<file path="config.mk">
export PLATFORM = sky130hd
export DESIGN_NAME = round_robin_vcpu_scheduler_top
export DESIGN_NICKNAME = d
export VERILOG_FILES = /design/src/hw/rtl/rrvs_pkg.sv /design/src/hw/rtl/rrvs_core.sv /design/src/hw/rtl/round_robin_vcpu_scheduler_top.sv
export SDC_FILE = /design/constraint.sdc
export NUM_CORES = 2
export LEC_CHECK = 0
export ABC_AREA = 1
export BUFFER_PORTS_ARGS = -buffer_cell sky130_fd_sc_hd__buf_2
export CORE_MARGIN = 4
export CORE_UTILIZATION = 54
export CTS_CLUSTER_DIAMETER = 30
export DETAILED_ROUTE_END_ITERATION = 7
export PLACE_DENSITY = 0.75
export SLEW_MARGIN = 20
export SYNTH_ARGS = -nofsm -noshare
export SYNTH_HDL_FRONTEND = slang
export SYNTH_SLANG_ARGS = --single-unit
</file>
<file path="constraint.sdc">
create_clock -name clock -period 4.6 [get_ports clock]
set_input_delay 0.46 -clock clock [delete_from_list [all_inputs] [get_ports clock]]
set_output_delay 0.46 -clock clock [all_outputs]
set_load 0.005 [all_outputs]
</file>
<file path="src/hw/rtl/rrvs_pkg.sv">
package rrvs_pkg;

   localparam logic [1:0] FUNC_ATTACH   = 2'd0;
   localparam logic [1:0] FUNC_DETACH   = 2'd1;
   localparam logic [1:0] FUNC_SCHEDULE = 2'd2;

   localparam logic STATUS_DONE    = 1'b0;
   localparam logic STATUS_IGNORED = 1'b1;

   localparam logic REG_QUANTUM = 1'b0;
   localparam logic REG_TICKS   = 1'b1;

   localparam logic [7:0]  QUANTUM_RESET = 8'd5;
   localparam logic [31:0] TICKS_RESET   = 32'd1000;

   localparam int SLICE_W = 40;
   localparam logic [SLICE_W-1:0] SLICE_RESET = 40'd5000;

   typedef struct packed {
      logic [1:0]  func;
      logic [2:0]  vcpu_id;
      logic [63:0] time_now;
   } op_type;

   typedef struct packed {
      logic        running_valid;
      logic [2:0]  running_vcpu;
      logic        expiry_valid;
      logic [63:0] expiry_time;
      logic        status;
   } result_type;

endpackage

</file>
<file path="src/hw/rtl/rrvs_core.sv">
module rrvs_core #(
   parameter int NUM_VCPUS = 8
) (
   input  logic                          clock,
   input  logic                          reset,
   input  logic                          fire,
   input  rrvs_pkg::op_type              op,
   input  logic [rrvs_pkg::SLICE_W-1:0]  slice_ticks,
   output rrvs_pkg::result_type          result
);
   import rrvs_pkg::*;

   localparam int CW = $clog2(NUM_VCPUS + 1);

   logic [2:0]           q_ff [NUM_VCPUS];
   logic [2:0]           q_in [NUM_VCPUS];
   logic [2:0]           q1   [NUM_VCPUS];
   logic [CW-1:0]        count_ff, count_in, count1;
   logic                 cur_v_ff, cur_v_in;
   logic [2:0]           cur_id_ff, cur_id_in;

   logic [NUM_VCPUS-1:0] live, match, shift, cur_in_q;
   logic [NUM_VCPUS-1:0] ones;
   logic                 found, cur_match, id_ok, full, push;

   always_comb begin
      ones      = '1;
      id_ok     = 32'(op.vcpu_id) < NUM_VCPUS;
      full      = count_ff == CW'(NUM_VCPUS);
      cur_match = cur_v_ff && (cur_id_ff == op.vcpu_id);
      for (int i = 0; i < NUM_VCPUS; i++) begin
         live[i]     = CW'(i) < count_ff;
         match[i]    = live[i] && (q_ff[i] == op.vcpu_id);
         cur_in_q[i] = live[i] && (q_ff[i] == cur_id_ff);
      end
      for (int i = 0; i < NUM_VCPUS; i++) begin
         shift[i] = |(match & (ones >> (NUM_VCPUS - 1 - i)));
      end
      found  = |match;
      push   = cur_v_ff && !full;
      count1 = count_ff + CW'(push);
      for (int i = 0; i < NUM_VCPUS; i++) begin
         q1[i] = (push && (CW'(i) == count_ff)) ? cur_id_ff : q_ff[i];
      end
   end

   always_comb begin
      q_in      = q_ff;
      count_in  = count_ff;
      cur_v_in  = cur_v_ff;
      cur_id_in = cur_id_ff;
      result    = '0;
      result.status = STATUS_DONE;
      case (op.func)
         FUNC_ATTACH: begin
            if (id_ok) begin
               if (cur_match || found || full) begin
                  result.status = STATUS_IGNORED;
               end else begin
                  for (int i = 0; i < NUM_VCPUS; i++) begin
                     if (CW'(i) == count_ff) q_in[i] = op.vcpu_id;
                  end
                  count_in = count_ff + CW'(1);
               end
            end
         end
         FUNC_DETACH: begin
            if (id_ok) begin
               if (found) begin
                  for (int i = 0; i < NUM_VCPUS - 1; i++) begin
                     if (shift[i]) q_in[i] = q_ff[i+1];
                  end
                  count_in = count_ff - CW'(1);
               end
               if (cur_match) begin
                  cur_v_in  = 1'b0;
                  cur_id_in = 3'd0;
               end
            end
         end
         FUNC_SCHEDULE: begin
            if (count1 != '0) begin
               cur_v_in  = 1'b1;
               cur_id_in = q1[0];
               for (int i = 0; i < NUM_VCPUS - 1; i++) begin
                  q_in[i] = q1[i+1];
               end
               q_in[NUM_VCPUS-1]   = q1[NUM_VCPUS-1];
               count_in            = count1 - CW'(1);
               result.expiry_valid = 1'b1;
               result.expiry_time  = op.time_now + 64'(slice_ticks);
            end else begin
               cur_v_in  = 1'b0;
               cur_id_in = 3'd0;
            end
         end
         default: begin
         end
      endcase
      result.running_valid = cur_v_in;
      result.running_vcpu  = cur_v_in ? cur_id_in : 3'd0;
   end

   always_ff @(posedge clock) begin
      if (reset) begin
         count_ff  <= '0;
         cur_v_ff  <= 1'b0;
         cur_id_ff <= 3'd0;
      end else if (fire) begin
         count_ff  <= count_in;
         cur_v_ff  <= cur_v_in;
         cur_id_ff <= cur_id_in;
      end
   end

   always_ff @(posedge clock) begin
      if (fire) begin
         q_ff <= q_in;
      end
   end

`ifndef NO_ASSERTIONS
   a_count_bound: assert property (@(posedge clock) disable iff (reset)
      count_ff <= CW'(NUM_VCPUS))
      else $error("queue count above depth");

   a_running_not_queued: assert property (@(posedge clock) disable iff (reset)
      cur_v_ff |-> (cur_in_q == '0))
      else $error("running vcpu also in queue");

   a_attach_grows: assert property (@(posedge clock) disable iff (reset)
      (fire && op.func == FUNC_ATTACH && id_ok && result.status == STATUS_DONE)
      |=> (count_ff == $past(count_ff) + CW'(1)))
      else $error("accepted attach did not grow the queue");

   a_idle_no_expiry: assert property (@(posedge clock) disable iff (reset)
      (fire && result.expiry_valid) |-> result.running_valid)
      else $error("expiry set with nothing running");
`endif

endmodule

</file>
<file path="src/hw/rtl/round_robin_vcpu_scheduler_top.sv">
// channel   direction  beat
// req_      in         func, vcpu_id, time_now
// rsp_      out        running_valid, running_vcpu, expiry_valid, expiry_time, status
// csr (apb) in         quantum_msec at 0x0, ticks_per_msec at 0x4
//
// one beat a cycle sustained while rsp_stall stays low; a req_ beat reaches rsp_
// through the input register, then the queue update into the result register
// reset empties the queue, clears the running slot and valid flags and resets the csr registers; no clearing pass
// req_stall rises only while both the input and result registers are full
// and rsp_stall is high
module round_robin_vcpu_scheduler_top #(
   parameter int NUM_VCPUS = 8
) (
   input  logic        clock,
   input  logic        reset,

   input  logic        req_valid,
   output logic        req_stall,
   input  logic [1:0]  req_func,
   input  logic [2:0]  req_vcpu_id,
   input  logic [63:0] req_time_now,

   output logic        rsp_valid,
   input  logic        rsp_stall,
   output logic        rsp_running_valid,
   output logic [2:0]  rsp_running_vcpu,
   output logic        rsp_expiry_valid,
   output logic [63:0] rsp_expiry_time,
   output logic        rsp_status,

   input  logic        csr_psel,
   input  logic        csr_penable,
   input  logic        csr_pwrite,
   input  logic [2:0]  csr_paddr,
   input  logic [31:0] csr_pwdata,
   output logic [31:0] csr_prdata,
   output logic        csr_pready
);
   import rrvs_pkg::*;

   logic               in_v_ff;
   op_type             op_ff;
   logic               out_v_ff, out_v_in;
   result_type         res_ff, res_core;
   logic               advance;

   logic [7:0]         quantum_ff;
   logic [31:0]        ticks_ff;
   logic [SLICE_W-1:0] slice_ff, slice_in;
   logic               cfg_we, cfg_index;

   // pipeline control
   assign advance   = in_v_ff && (!out_v_ff || !rsp_stall);
   assign req_stall = in_v_ff && out_v_ff && rsp_stall;

   always_comb begin
      out_v_in = out_v_ff;
      if (advance) begin
         out_v_in = 1'b1;
      end else if (!rsp_stall) begin
         out_v_in = 1'b0;
      end
   end

   always_ff @(posedge clock) begin
      if (reset) begin
         in_v_ff  <= 1'b0;
         out_v_ff <= 1'b0;
      end else begin
         out_v_ff <= out_v_in;
         if (!req_stall) in_v_ff <= req_valid;
      end
   end

   always_ff @(posedge clock) begin
      if (req_valid && !req_stall) begin
         op_ff.func     <= req_func;
         op_ff.vcpu_id  <= req_vcpu_id;
         op_ff.time_now <= req_time_now;
      end
      if (advance) begin
         res_ff <= res_core;
      end
   end

   rrvs_core #(
      .NUM_VCPUS (NUM_VCPUS)
   ) u_core (
      .clock       (clock),
      .reset       (reset),
      .fire        (advance),
      .op          (op_ff),
      .slice_ticks (slice_ff),
      .result      (res_core)
   );

   assign rsp_valid         = out_v_ff;
   assign rsp_running_valid = res_ff.running_valid;
   assign rsp_running_vcpu  = res_ff.running_vcpu;
   assign rsp_expiry_valid  = res_ff.expiry_valid;
   assign rsp_expiry_time   = res_ff.expiry_time;
   assign rsp_status        = res_ff.status;

   // register port; slice length kept as a product alongside the registers
   assign csr_pready = 1'b1;
   assign cfg_we     = csr_psel && csr_penable && csr_pwrite;
   assign cfg_index  = csr_paddr[2];
   assign csr_prdata = (cfg_index == REG_TICKS) ? ticks_ff : {24'd0, quantum_ff};

   always_comb begin
      slice_in = slice_ff;
      if (cfg_we) begin
         if (cfg_index == REG_QUANTUM) begin
            slice_in = SLICE_W'(csr_pwdata[7:0]) * SLICE_W'(ticks_ff);
         end else begin
            slice_in = SLICE_W'(quantum_ff) * SLICE_W'(csr_pwdata);
         end
      end
   end

   always_ff @(posedge clock) begin
      if (reset) begin
         quantum_ff <= QUANTUM_RESET;
         ticks_ff   <= TICKS_RESET;
         slice_ff   <= SLICE_RESET;
      end else begin
         slice_ff <= slice_in;
         if (cfg_we && cfg_index == REG_QUANTUM) quantum_ff <= csr_pwdata[7:0];
         if (cfg_we && cfg_index == REG_TICKS)   ticks_ff   <= csr_pwdata;
      end
   end

endmodule

</file>
==> metrics.yaml <==
clkTransAtPathRegs_ns: 0.05
htreeDepth: 3
ctsRootBufferMaster: "clkbuf_16"
startpoint_type: "flop"
synthFlopType: "edfxtp_1"
setup_viol: 0
yosysTopAreaCell: "fa_1"
grt_overflow_total: 0
initial_core_util: 0.550
fin_skew_ns: 0.0296
coreArea_um2: 58100
min_period_over_period: 0.984
final_common_cell: "nand2_1"
cp.required_ns: 5.14
post_drt_wl_per_cell_um: 17.9
drcViolationCount: 0
yosysSeqAreaShare: 0.210
worst-path-buf-inv: 8
nets: 5619
fp.dieArea_um2: 63100
max_freq_mhz: 221
wl_um: 104000
die_w_um: 251
r2r_slack_ns: 0.07
worst_ep_arrival_time_ns: 5.07
ys_ff_latch: 253
synth.distinct_cells: 52
final_cell_mix: "nand2_1, inv_1, fa_1, nor2_1, buf_4"
slew_viol_final: 0
grt_max_degree: 66
fp.dieH_um: 251
max-cap-violations: 0
cts_tree: "built"
dp_hpwl_um: 78300
synth_top_area_share: 0.226
rsz0062_at_grt: "true"
critPathTopFamily: "adder cells"
crit_chain: "buf_12 > buf_12 > nand2_1 > inv_1 > fa_1 > fa_1 > fa_1 > inv_1 > fa_1 > inv_1 > ha_4 > buf_4 > nand2_2 > o21ai_2 > a21oi_2 > buf_4 > buf_4 > nand3b_1 > nand3_1 > a21oi_1"
synth_nets: 5216
power_density_nw_per_um2: 356
synth_warnings: 0
whs_ns: 0.0219
crit_fanout: 6
status: "completed"
period_needed_ns: 4.53
p_leak_nw: 22.2
syn_avg_cell_area_um2: 6.99
synth.top_cells.by_area: "fa_1, edfxtp_1, nand2_1"
utilization: 0.675
slew_headroom: 0.294
cp_slowest_cell: "fa_1"
async_reset_ff_frac: 0
syn2layout_area_growth_pct: 22.8
worstMarginPinSlew_ns: 1.06
io_buffers: 212
hold_viol: 0
cts_buffers: 69
hold_path.class: "in -> reg"
grt_pass1_vias: 30400
critPathCaptureType: "flop"
place_congestion: 0.980
rows: 88
slowest_delay_ns: 0.55
route.vias.total: 30900
cts_buffer_depth: 3
drive_gt1_frac: 0.166
crit_type: "reg -> reg"
netlist_area_um2: 31900
ant_nets: 0
drt_iter0_markers: 2320
syn_inst: 4573
drtPass1Iterations: 7
cpMostUsedCell: "fa_1"
grt_pass1_wl_um: 159000
clock-sinks: 253
peakVddDrop_mv: 0.359
grtUsageTotal: 0.314
pin_count: 216
synth_edf_count: 163
hold_buffers: 0
worstSkewPairLatency_ns: 0.61
viasPerCell: 5.34
antenna_found_initial: 1
## cells in the mapped netlist (9+ instances only)
master and number:
o21ai_0 201, nor2_1 381, ha_1 171, nand3b_1 13, nand4_1 15, a21oi_1 257
nand3_1 188, clkbuf_1 136, o21ai_1 28, xnor2_1 21, edfxtp_1 163, nand2_1 1232
dfxtp_1 90, o21bai_1 13, o211ai_1 14, buf_2 9, xor2_1 21, fa_1 361
buf_1 29, nor3_1 38, o21a_1 11, a31oi_1 11, inv_1 1090
## metal layers
metal | part of all wire | track usage
met5 | 0 | 0
met4 | 0.040 | 0.110
met3 | 0.085 | 0.0471
met2 | 0.48 | 0.538
met1 | 0.40 | 0.408
## sequential cells by signal, summed over array words and instances, names as in the netlist
register	flops
rsp_running_vcpu	3
in_v_ff	1
u_core.cur_id_ff	3
u_core.q_ff	24
ticks_ff	32
rsp_running_valid	1
slice_ff	40
rsp_expiry_time	64
rsp_status	1
u_core.cur_v_ff	1
quantum_ff	8
u_core.count_ff	4
rsp_valid	1
op_ff	69
rsp_expiry_valid	1
## path summary, 6_finish.rpt
check	cells after the start	end	startpoint
worst max-delay path	20	slice_ff[30]	quantum_ff[3]
worst min-delay path	1	op_ff[1]	req_time_now[1]
worst max register to register	20	slice_ff[30]	quantum_ff[3]
worst min register to register	2	slice_ff[2]	slice_ff[2]
## report_power, final
| group | switching, mW | leakage [nW] | internal, mW |
|---|---|---|---|
| logic | 3.70 | 18.7 | 2.68 |
| clock network | 1.59 | 1.16 | 3.33 |
| registers | 0.120 | 2.33 | 2.56 |
## worst reg2reg max path, delay by kind of cell (launching register included)
kind	cells	cell delay, ns
compound gates	3	0.45
fa+ha+maj	5	2.35
buf+inv	8	0.93
flops	1	0.44
simple gates	4	0.29
## per-stage QoR
step           power (mW)  setup WS [ns]  area [µm²]  setup TNS [ns]  cells
2_1_floorplan        5.95         0.0713       32000               0   4573
6_report             14.0         0.0739       39200               0   5794
4_1_cts              13.3        0.00179       38100               0   5777
5_1_grt              14.8         -0.123       39200           -1.18   5794
3_5_place_dp         8.27         -0.337       35700           -6.93   5654
3_3_place_gp         8.21         -0.266       35700           -5.44   5654
## timing repair
action | 4_1_cts | 5_1_grt
pin swaps | 0 | 37
buffers inserted | 0 | 5
gates resized for setup | 6 | 220
endpoints found under the setup margin | 4 | 30
cloned | 0 | 11
## logic make-up after synthesis
group           share of synthesized area
compound gates                     0.0927
fa+ha+maj                           0.293
xor+xnor                           0.0120
simple gates                        0.240
other cells                      0.000117
buf+inv                             0.152
flops                               0.210
## final cells by class
| class | count | area (µm²) |
|---|---|---|
| inverter | 1103 | 4140 |
| tap | 765 | 957 |
| clock buffer | 86 | 1860 |
| sequential | 253 | 6740 |
| clock inverter | 37 | 513 |
| multi-input combinational | 3037 | 21200 |
| timing repair buffer | 512 | 3850 |
| antenna | 1 | 2.50 |
| fill | 4967 | 18900 |
No activity file was read; power rests on OpenSTA's default activity.
